==> src/rtl/core/emc_pkg.sv <==
// emc_pkg: shared types and constants for the midi channel message encoder
// used by emc_front, emc_fifo, emc_back and the top level; no dependencies

package emc_pkg;

    // function codes of an incoming event
    localparam logic [2:0] FUNC_NOTE_ON  = 3'd0;
    localparam logic [2:0] FUNC_NOTE_OFF = 3'd1;
    localparam logic [2:0] FUNC_PROGRAM  = 3'd2;
    localparam logic [2:0] FUNC_PRESSURE = 3'd3;
    localparam logic [2:0] FUNC_CONTROL  = 3'd4;
    localparam logic [2:0] FUNC_BEND     = 3'd5;

    // upper nibble of the status byte
    localparam logic [3:0] MSG_NOTE_OFF = 4'h8;
    localparam logic [3:0] MSG_NOTE_ON  = 4'h9;
    localparam logic [3:0] MSG_CONTROL  = 4'hB;
    localparam logic [3:0] MSG_PROGRAM  = 4'hC;
    localparam logic [3:0] MSG_PRESSURE = 4'hD;
    localparam logic [3:0] MSG_BEND     = 4'hE;

    localparam logic [6:0] DATA_MAX         = 7'h7F;
    localparam logic [6:0] RELEASE_VELOCITY = 7'd64;

    localparam int DEFAULT_FIFO_DEPTH = 2;

    // one encoded message waiting to be sent
    typedef struct packed {
        logic       has_status;
        logic [7:0] status;
        logic [6:0] data0;
        logic [6:0] data1;
        logic       two_data;
    } msg_desc_t;

    // byte position inside a message
    typedef enum logic [1:0] {
        PH_STATUS,
        PH_DATA0,
        PH_DATA1
    } phase_t;

endpackage

==> src/rtl/core/midi_channel_message_encoder.sv <==
// midi_channel_message_encoder: top level, front classifier, descriptor queue
// and byte sender; depends on emc_pkg, emc_front, emc_fifo, emc_back
//
//  channel | handshake            | payload
//  --------+----------------------+-------------------------------------------
//  in      | in_valid / in_ready  | func, channel, key_or_number, amount
//  out     | out_valid / out_ready| out_byte, last_byte
//
// an event gives one to three midi bytes on the output; the byte sender is
// the limit, while the front keeps accepting events until the queue is full
// dropped events are accepted and leave no output and no state change
// reset clears running status, the queue and the output valid flag
// output stalls back up through the queue to in_ready without losing bytes

module midi_channel_message_encoder
#(
    parameter int FIFO_DEPTH = emc_pkg::DEFAULT_FIFO_DEPTH
)
(
    input  logic        clk,
    input  logic        rst_n,
    input  logic        in_valid,
    output logic        in_ready,
    input  logic [2:0]  func,
    input  logic [4:0]  channel,
    input  logic [7:0]  key_or_number,
    input  logic [15:0] amount,
    output logic        out_valid,
    input  logic        out_ready,
    output logic [7:0]  out_byte,
    output logic        last_byte
);
    import emc_pkg::*;

    logic      push;
    msg_desc_t push_desc;
    logic      queue_full;
    logic      pop;
    logic      head_valid;
    msg_desc_t head_desc;

    emc_front u_front
    (
        .clk           (clk),
        .rst_n         (rst_n),
        .in_valid      (in_valid),
        .in_ready      (in_ready),
        .func          (func),
        .channel       (channel),
        .key_or_number (key_or_number),
        .amount        (amount),
        .queue_full    (queue_full),
        .push          (push),
        .push_desc     (push_desc)
    );

    emc_fifo
    #(
        .DEPTH (FIFO_DEPTH)
    )
    u_fifo
    (
        .clk        (clk),
        .rst_n      (rst_n),
        .push       (push),
        .push_desc  (push_desc),
        .full       (queue_full),
        .pop        (pop),
        .head_valid (head_valid),
        .head_desc  (head_desc)
    );

    emc_back u_back
    (
        .clk        (clk),
        .rst_n      (rst_n),
        .head_valid (head_valid),
        .head_desc  (head_desc),
        .pop        (pop),
        .out_valid  (out_valid),
        .out_ready  (out_ready),
        .out_byte   (out_byte),
        .last_byte  (last_byte)
    );

endmodule

==> src/rtl/core/emc_front.sv <==
// emc_front: accepts channel events, checks ranges, applies running status
// and builds a message descriptor; depends on emc_pkg

module emc_front
(
    input  logic               clk,
    input  logic               rst_n,
    input  logic               in_valid,
    output logic               in_ready,
    input  logic [2:0]         func,
    input  logic [4:0]         channel,
    input  logic [7:0]         key_or_number,
    input  logic [15:0]        amount,
    input  logic               queue_full,
    output logic               push,
    output emc_pkg::msg_desc_t push_desc
);
    import emc_pkg::*;

    logic [7:0] running_status_reg;
    logic [7:0] running_status_next;
    logic       accept;
    logic       keep;
    logic [3:0] chan;
    logic [3:0] rs_msg;
    logic       same_chan;
    logic [6:0] vel;
    logic [6:0] key;
    msg_desc_t  desc;

    assign in_ready  = !queue_full;
    assign accept    = in_valid && in_ready;
    assign chan      = channel[3:0];
    assign key       = key_or_number[6:0];
    assign rs_msg    = running_status_reg[7:4];
    assign same_chan = running_status_reg[3:0] == chan;
    assign vel       = (|amount[15:7]) ? DATA_MAX : amount[6:0];

    always_comb
    begin
        keep            = !channel[4];
        desc.has_status = 1'b1;
        desc.status     = {MSG_NOTE_ON, chan};
        desc.data0      = key;
        desc.data1      = vel;
        desc.two_data   = 1'b1;
        case (func)
            FUNC_NOTE_ON:
            begin
                if (key_or_number[7])
                    keep = 1'b0;
                desc.has_status = !(same_chan && rs_msg == MSG_NOTE_ON);
            end
            FUNC_NOTE_OFF:
            begin
                if (key_or_number[7])
                    keep = 1'b0;
                if (same_chan && ((rs_msg == MSG_NOTE_ON && vel == RELEASE_VELOCITY) ||
                                  rs_msg == MSG_NOTE_OFF))
                begin
                    desc.has_status = 1'b0;
                    desc.data1      = (rs_msg == MSG_NOTE_ON) ? 7'd0 : vel;
                end
                else if (vel == RELEASE_VELOCITY)
                begin
                    // release velocity goes out as note on with zero velocity
                    desc.data1 = 7'd0;
                end
                else
                begin
                    desc.status = {MSG_NOTE_OFF, chan};
                end
            end
            FUNC_PROGRAM:
            begin
                if (key_or_number[7])
                    keep = 1'b0;
                desc.status   = {MSG_PROGRAM, chan};
                desc.two_data = 1'b0;
            end
            FUNC_PRESSURE:
            begin
                if (key_or_number[7])
                    keep = 1'b0;
                desc.status     = {MSG_PRESSURE, chan};
                desc.has_status = !(same_chan && rs_msg == MSG_PRESSURE);
                desc.two_data   = 1'b0;
            end
            FUNC_CONTROL:
            begin
                if (key_or_number[7] || key_or_number == 8'd0)
                    keep = 1'b0;
                desc.status     = {MSG_CONTROL, chan};
                desc.has_status = !(same_chan && rs_msg == MSG_CONTROL);
                desc.data1      = amount[6:0];
            end
            FUNC_BEND:
            begin
                if (|amount[15:14])
                    keep = 1'b0;
                desc.status     = {MSG_BEND, chan};
                desc.has_status = !(same_chan && rs_msg == MSG_BEND);
                desc.data0      = amount[6:0];
                desc.data1      = amount[13:7];
            end
            default:
            begin
                keep = 1'b0;
            end
        endcase
    end

    assign push      = accept && keep;
    assign push_desc = desc;

    always_comb
    begin
        running_status_next = running_status_reg;
        if (push && desc.has_status)
            running_status_next = desc.status;
    end

    always_ff @(posedge clk or negedge rst_n)
    begin
        if (!rst_n)
            running_status_reg <= 8'd0;
        else
            running_status_reg <= running_status_next;
    end

endmodule

==> src/rtl/core/emc_fifo.sv <==
// emc_fifo: short descriptor queue between front and back
// depends on emc_pkg for the descriptor type

module emc_fifo
#(
    parameter int DEPTH = emc_pkg::DEFAULT_FIFO_DEPTH
)
(
    input  logic               clk,
    input  logic               rst_n,
    input  logic               push,
    input  emc_pkg::msg_desc_t push_desc,
    output logic               full,
    input  logic               pop,
    output logic               head_valid,
    output emc_pkg::msg_desc_t head_desc
);
    import emc_pkg::*;

    localparam int PTR_W = (DEPTH > 1) ? $clog2(DEPTH) : 1;
    localparam int CNT_W = $clog2(DEPTH + 1);
    localparam logic [PTR_W-1:0] LAST_PTR = PTR_W'(DEPTH - 1);
    localparam logic [CNT_W-1:0] FULL_CNT = CNT_W'(DEPTH);

    msg_desc_t        entry_reg [DEPTH];
    logic [PTR_W-1:0] wr_ptr_reg;
    logic [PTR_W-1:0] wr_ptr_next;
    logic [PTR_W-1:0] rd_ptr_reg;
    logic [PTR_W-1:0] rd_ptr_next;
    logic [CNT_W-1:0] count_reg;
    logic [CNT_W-1:0] count_next;
    logic             do_push;
    logic             do_pop;

    assign full       = count_reg == FULL_CNT;
    assign head_valid = count_reg != '0;
    assign head_desc  = entry_reg[rd_ptr_reg];
    assign do_push    = push && !full;
    assign do_pop     = pop && head_valid;

    always_comb
    begin
        wr_ptr_next = wr_ptr_reg;
        rd_ptr_next = rd_ptr_reg;
        count_next  = count_reg;
        if (do_push)
            wr_ptr_next = (wr_ptr_reg == LAST_PTR) ? '0 : wr_ptr_reg + 1'b1;
        if (do_pop)
            rd_ptr_next = (rd_ptr_reg == LAST_PTR) ? '0 : rd_ptr_reg + 1'b1;
        if (do_push && !do_pop)
            count_next = count_reg + 1'b1;
        else if (do_pop && !do_push)
            count_next = count_reg - 1'b1;
    end

    always_ff @(posedge clk or negedge rst_n)
    begin
        if (!rst_n)
        begin
            wr_ptr_reg <= '0;
            rd_ptr_reg <= '0;
            count_reg  <= '0;
        end
        else
        begin
            wr_ptr_reg <= wr_ptr_next;
            rd_ptr_reg <= rd_ptr_next;
            count_reg  <= count_next;
        end
    end

    always_ff @(posedge clk)
    begin
        if (do_push)
            entry_reg[wr_ptr_reg] <= push_desc;
    end

endmodule

==> src/rtl/core/emc_back.sv <==
// emc_back: takes descriptors from the queue and sends their bytes one per
// cycle, unless out_ready stalls it, through an output register; depends on emc_pkg

module emc_back
(
    input  logic               clk,
    input  logic               rst_n,
    input  logic               head_valid,
    input  emc_pkg::msg_desc_t head_desc,
    output logic               pop,
    output logic               out_valid,
    input  logic               out_ready,
    output logic [7:0]         out_byte,
    output logic               last_byte
);
    import emc_pkg::*;

    msg_desc_t  cur_reg;
    msg_desc_t  cur_next;
    logic       cur_valid_reg;
    logic       cur_valid_next;
    phase_t     phase_reg;
    phase_t     phase_next;
    logic       out_valid_reg;
    logic       out_valid_next;
    logic [7:0] out_byte_reg;
    logic [7:0] out_byte_next;
    logic       last_reg;
    logic       last_next;
    logic       emit;
    logic       done;
    logic [7:0] sel_byte;
    logic       sel_last;

    assign emit = cur_valid_reg && (!out_valid_reg || out_ready);
    assign done = emit && sel_last;
    assign pop  = head_valid && (!cur_valid_reg || done);

    // byte picked for the current phase
    always_comb
    begin
        case (phase_reg)
            PH_STATUS:
            begin
                sel_byte = cur_reg.status;
                sel_last = 1'b0;
            end
            PH_DATA0:
            begin
                sel_byte = {1'b0, cur_reg.data0};
                sel_last = !cur_reg.two_data;
            end
            PH_DATA1:
            begin
                sel_byte = {1'b0, cur_reg.data1};
                sel_last = 1'b1;
            end
            default:
            begin
                sel_byte = {1'b0, cur_reg.data1};
                sel_last = 1'b1;
            end
        endcase
    end

    // phase sequencing
    always_comb
    begin
        phase_next = phase_reg;
        if (pop)
            phase_next = head_desc.has_status ? PH_STATUS : PH_DATA0;
        else if (emit)
        begin
            case (phase_reg)
                PH_STATUS: phase_next = PH_DATA0;
                PH_DATA0:  phase_next = PH_DATA1;
                default:   phase_next = phase_reg;
            endcase
        end
    end

    always_comb
    begin
        cur_next       = pop ? head_desc : cur_reg;
        cur_valid_next = pop ? 1'b1 : (done ? 1'b0 : cur_valid_reg);
        out_valid_next = emit ? 1'b1 : (out_ready ? 1'b0 : out_valid_reg);
        out_byte_next  = emit ? sel_byte : out_byte_reg;
        last_next      = emit ? sel_last : last_reg;
    end

    always_ff @(posedge clk or negedge rst_n)
    begin
        if (!rst_n)
        begin
            cur_valid_reg <= 1'b0;
            out_valid_reg <= 1'b0;
            phase_reg     <= PH_STATUS;
        end
        else
        begin
            cur_valid_reg <= cur_valid_next;
            out_valid_reg <= out_valid_next;
            phase_reg     <= phase_next;
        end
    end

    always_ff @(posedge clk)
    begin
        cur_reg      <= cur_next;
        out_byte_reg <= out_byte_next;
        last_reg     <= last_next;
    end

    assign out_valid = out_valid_reg;
    assign out_byte  = out_byte_reg;
    assign last_byte = last_reg;

endmodule
==> config.mk <==
export PLATFORM = sky130hd
export DESIGN_NAME = midi_channel_message_encoder
export DESIGN_NICKNAME = d
export VERILOG_FILES = /design/src/rtl/core/emc_pkg.sv /design/src/rtl/core/midi_channel_message_encoder.sv /design/src/rtl/core/emc_front.sv /design/src/rtl/core/emc_fifo.sv /design/src/rtl/core/emc_back.sv
export SDC_FILE = /design/constraint.sdc
export NUM_CORES = 1
export LEC_CHECK = 0
export BUFFER_PORTS_ARGS = -buffer_cell sky130_fd_sc_hd__buf_2
export CAP_MARGIN = 30
export CORE_ASPECT_RATIO = 0.7
export CORE_MARGIN = 2
export CORE_UTILIZATION = 46
export DETAILED_ROUTE_END_ITERATION = 12
export PLACE_DENSITY = 0.69
export SLEW_MARGIN = 10
export SYNTH_ARGS = -nofsm -noshare
export SYNTH_HDL_FRONTEND = slang
export SYNTH_SLANG_ARGS = --single-unit
==> constraint.sdc <==
create_clock -name clk -period 4.3 [get_ports clk]
set_clock_uncertainty 0.15 [all_clocks]
set_input_delay 0.86 -clock clk [delete_from_list [all_inputs] [get_ports clk]]
set_output_delay 0.86 -clock clk [all_outputs]
set_load 0.02 [all_outputs]
Yosys cells after proc, flatten, opt, wreduce, memory -nomap -nowiden
Memory sizes are Yosys's and may differ from the RTL's.
Cells that the tools add are included.
- logic and storage cells: 109
- output and inout bits: 11
- bits of input ports: 36
- memories kept: 1
- memory bits (writable): 46
- register bits: 48
- memory list (name ; words ; bits a word ; read ports ; clocked after memory_dff ; write ports ; line ; text):
    u_fifo.entry_reg ; 2 ; 23 ; 1 ; 0 ; 1 ; emc_fifo.sv:25 ; msg_desc_t entry_reg [DEPTH];
- reductions and logical operators: 45
- add/sub/neg operators: 4
- equality and inequality tests: 14
- multiplexer cells: 32
- operators by type and width (operator ; number):
    $mux W7 ; 5
    $pmux W7 S5 ; 1
    $pmux W7 S3 ; 1
    $eq A4 B4 Y1 const B ; 5
    $logic_and A1 B1 Y1 ; 16
    $pmux W8 S2 ; 1
    $mux W1 ; 14
    $logic_not A1 Y1 ; 11
    $mux W5 ; 2
    $reduce_bool A2 Y1 ; 5
    $reduce_or A9 Y1 ; 1
    $logic_not A8 Y1 ; 1
    $mux W2 ; 4
    $eq A7 B7 Y1 const B ; 1
    $eq A3 B2 Y1 const B ; 2
    $eq A3 B3 Y1 const B ; 2
    $pmux W1 S5 ; 1
    $eq A4 B4 Y1 ; 1
    $logic_or A1 B1 Y1 ; 4
    $pmux W2 S2 ; 1
    $reduce_or A2 Y1 ; 2
    $reduce_or A4 Y1 ; 1
    $eq A3 B1 Y1 const B ; 1
    $logic_not A3 Y1 ; 1
    10 further kinds ; 11

Longest topological paths before layout
- depth after elaboration: 10
- depth in mapped cells: 9
- gate-level depth less buffers: 9

Cells and area by module
A second synthesis with hierarchy kept.
- cell total of the unflattened synthesis: 264
- area, all modules: 4297.9 um^2
- by module, submodules not included (module ; seq. area each (um^2) ; cells an instance ; area an instance (um^2) ; instances):
    emc_fifo ; 1541.5 ; 94 ; 2034.5 ; 1
    emc_back ; 1061.0 ; 80 ; 1362.6 ; 1
    emc_front ; 200.2 ; 90 ; 900.9 ; 1

Worst setup path after synthesis
No wires, ideal clock.
- path type: input -> register
- start: in func[0]
- end: mem u_fifo.entry_reg[0][0] (netlist bit), enable pin
- required time: 3745 ps
- setup time: 405 ps
- path buffers: 1
- arrival time: 2876 ps
- path slack: 869 ps
- stages: 6
- cells stage by stage: buf_2 -> nor2b_1 -> nand2_2 -> nor3_1 -> o211a_4 -> nor2b_1
- longest elaborated chain between the ends: 7
- elaborated cells on any way between the ends: 12
- ends and longest elaborated chain (item ; line ; text):
    start, declared ; midi_channel_message_encoder.sv:24 ; input logic [2:0] func,
    $eq A3 B2 Y1 (tied with other cells) ; emc_front.sv:47 ; case (func)
    $reduce_or A4 Y1 (no line) ; - ;
    $pmux W1 S3 (*) ; emc_front.sv:47 ;
    $logic_and A1 B1 Y1 (*) ; emc_front.sv:113 ; assign push = accept && keep;
    $logic_and A1 B1 Y1 (*) ; emc_fifo.sv:38 ; assign do_push = push && !full;
    net u_fifo.do_push ; emc_fifo.sv:32 ; logic do_push;
    $mux W1 (*) ; emc_fifo.sv:74 ; if (do_push)
    $mux W1 (not written as such) (*) ; emc_fifo.sv:75 ; entry_reg[wr_ptr_reg] <= push_desc;
    end, declared ; emc_fifo.sv:25 ;
Mark *: on every way through the listed nets, which the timed path passes. The rest lies on a longest branch.

==> run metrics <==
outcome=finished clean; critical path's slowest cell=or3_1; RSZ-0062 raised after global routing=no; drt pass-1 iters=4; clock latency on the worst-skew pair=between 0.3 and 0.4 ns; Max VDD drop=0.000202 V; fin crit share=about 66%; Final Hold Viols=0; Leak=1.75 nW; Multi-input gate area=1260 um2; Root Driver=clkbuf_16; Worst path max stage delay=0.47 ns; Area Overhead vs Synth=18.4%; Non-Filler Instances=442; maxcap violations=0; Pwr Total=0.00294 W; Max Slew Vio Count=0; synthesized cell area=4030 um2; min Tclk post-route=2.83 ns; Setup TNS Final=0 ns; design area=approximately 4800 um2; num rows=28; Critical Path AT=2.75 ns; CP Class=input pin to register; #FFs+latches synth=just over 90; CP required=roughly 4.2 ns; Setup Fix Bufs, Post-CTS=0; WP buf/inv=1; H-tree levels=3; Post-CTS Resized=0; CP endpoint kind=register; TritonCTS clock tree=built; GPL Wtd Cong=0.950; antenna violations before repair=0; Max Freq=353 MHz; Post-Syn Instances=265; final core occ=56.2%; Max Root-Sink Buffers=2; Die Area=9530 um2; Starting Density=47.5%; PortBufs=46; max FFs per register=46; share of the synthesized area in the top cell type=57.4%; Nets=358; Synth Area per Inst=15.2 um2; Reg area=roughly 2700 um2; antenna cells=0; Worst setup SP type=input pin; DR DRC count=0; vias in the first global route=2212; largest net degree at the start of global routing=28; layout cells sized above 1=between 30% and 40%; top area cells in the synthesized netlist=edfxtp_1, mux2_2, dfrtp_1; Die Wd=116 um; total global-route track usage=around 17%; Cell Chain, Critical Path=buf_2 > xnor2_1 > nand4_1 > or3_1 > nor4_1 > o32ai_1 > a221o_1; final setup vio count=0; placed instance count=425; vias per cell=between 5 and 6; average routed wire per standard cell=16.6 um; syn nets=306; core area=8480 um2; first-pass GRT wire length=~12000 um; num ports=47; cts hold-fix bufs=0; crit path max fanout=5; delay-heaviest family, CP=simple AND/OR/NAND/NOR gates; class of the worst hold path=input pin to asynchronous set/reset pin; initial drt markers=185; Cell Pwr Density=616 nW/um2; cell accounting for the most synthesized area=edfxtp_1; grt ovf=0; worst-margin pin slew=0.584 ns; CTS clk-pin slew, worst paths=0.06 ns; dpl hpwl=5290 um; Syn. warnings=0; Num CTS Buffers=9; Unique masters post-synth=45; relative slew slack=~61%; clk sinks=93; Routed WL=7330 um; Area after DPL=4420 um2; antenna-violating nets left=0; # fillers=670; Vias=2334; die span in y=between 80 and 90 um; post-synthesis sequential area ratio=67.3%
-- Yosys cell counts, drive strengths merged --
master and number:
o32ai 2, and3 1, ha 5, o31ai 3, nand2 15, buf 3
nor4b 1, or2b 1, a221o 5, or3 4, o21ai 8, nand2b 4
o2bb2ai 1, or4 1, nand4 1, a21oi 8, o221a 1, nor2b 5
a31oi 1, o32a 1, a2bb2oi 1, clkbuf 6, dfrtp 16, o211a 1
nor4 2, nand4b 1, a21o 1, mux2i 8, xor2 5, nand3b 1
mux2 36, xnor2 5, nand3 3, o41ai 2, inv 6, nor3 5
edfxtp 77, o22a 1, and2 4, nor3b 1, nor2 12
-- cells in the final DEF (no fill, tap or decap), types with 5 or more instances in the layout --
| master | n |
|---|---|
| mux2_2 | 36 |
| nand2_1 | 14 |
| a21oi_1 | 7 |
| dfrtp_1 | 16 |
| xnor2_1 | 5 |
| a221o_1 | 5 |
| inv_1 | 6 |
| nor2_1 | 12 |
| buf_2 | 46 |
| edfxtp_1 | 77 |
| xor2_1 | 5 |
| nor3_1 | 5 |
| clkbuf_16 | 9 |
| mux2i_1 | 8 |
| o21ai_0 | 8 |
| ha_1 | 5 |
-- per-layer routing --
metal  track usage, %  vias to the layer above  part of all wire, %
li1                 -                     1117                    -
met1             26.1                     1125                   52
met2             24.1                       83                   41
met3             4.45                        9                  6.1
met4             5.71                        0                  1.0
met5                0                        -                    0
-- per-stage QoR --
step,setup slack (ns),hold slack (ns)
after detailed placement,1.12,0.350
after CTS,1.47,0.303
after floorplan,0.869,0.305
after global routing,1.32,0.316
after global placement,0.950,0.333
final,1.47,0.298
-- logic make-up after synthesis --
| group | after synthesis | share of synthesized area, % |
|---|---|---|
| AOI/OAI and AO/OA | 36 | 7.30 |
| muxes | 44 | 12.0 |
| buffers and inverters | 15 | 1.49 |
| and+or+nand+nor | 62 | 8.11 |
| adders and majority gates | 5 | 1.55 |
| xor gates and xnor gates | 10 | 2.17 |
| DFF | 93 | 67.3 |
-- report_power, final --
group	internal [W]	switching, W
clock network	0.000511	0.000320
logic	0.000321	0.000381
registers	0.00126	0.000140
total	0.00210	0.000840
-- final timing paths --
kind	start	end	slack, ns	cells after the start
max	channel[2]	u_fifo.entry_reg[1][5]	1.47	7
min	rst_n	u_front.running_status_reg[7]	0.30	1
max reg2reg	u_front.running_status_reg[2]	u_fifo.entry_reg[1][5]	1.73	6
min reg2reg	u_fifo.count_reg[1]	u_fifo.count_reg[1]	0.36	1
max in group asynchronous	rst_n	u_back.phase_reg[1]	3.41	1
min in group clk	u_fifo.count_reg[1]	u_fifo.count_reg[1]	0.36	1
-- cell type report --
| type | count | area share, % |
|---|---|---|
| Inverter | 6 | 0.472 |
| Timing Repair Buffer | 50 | 6.30 |
| Tap cell | 120 | 3.15 |
| Clock inverter | 7 | 1.99 |
| Sequential cell | 93 | 56.9 |
| Multi-Input combinational cell | 157 | 26.5 |
| Clock buffer | 9 | 4.72 |
Note: power is estimated with default switching activity, not from simulation.
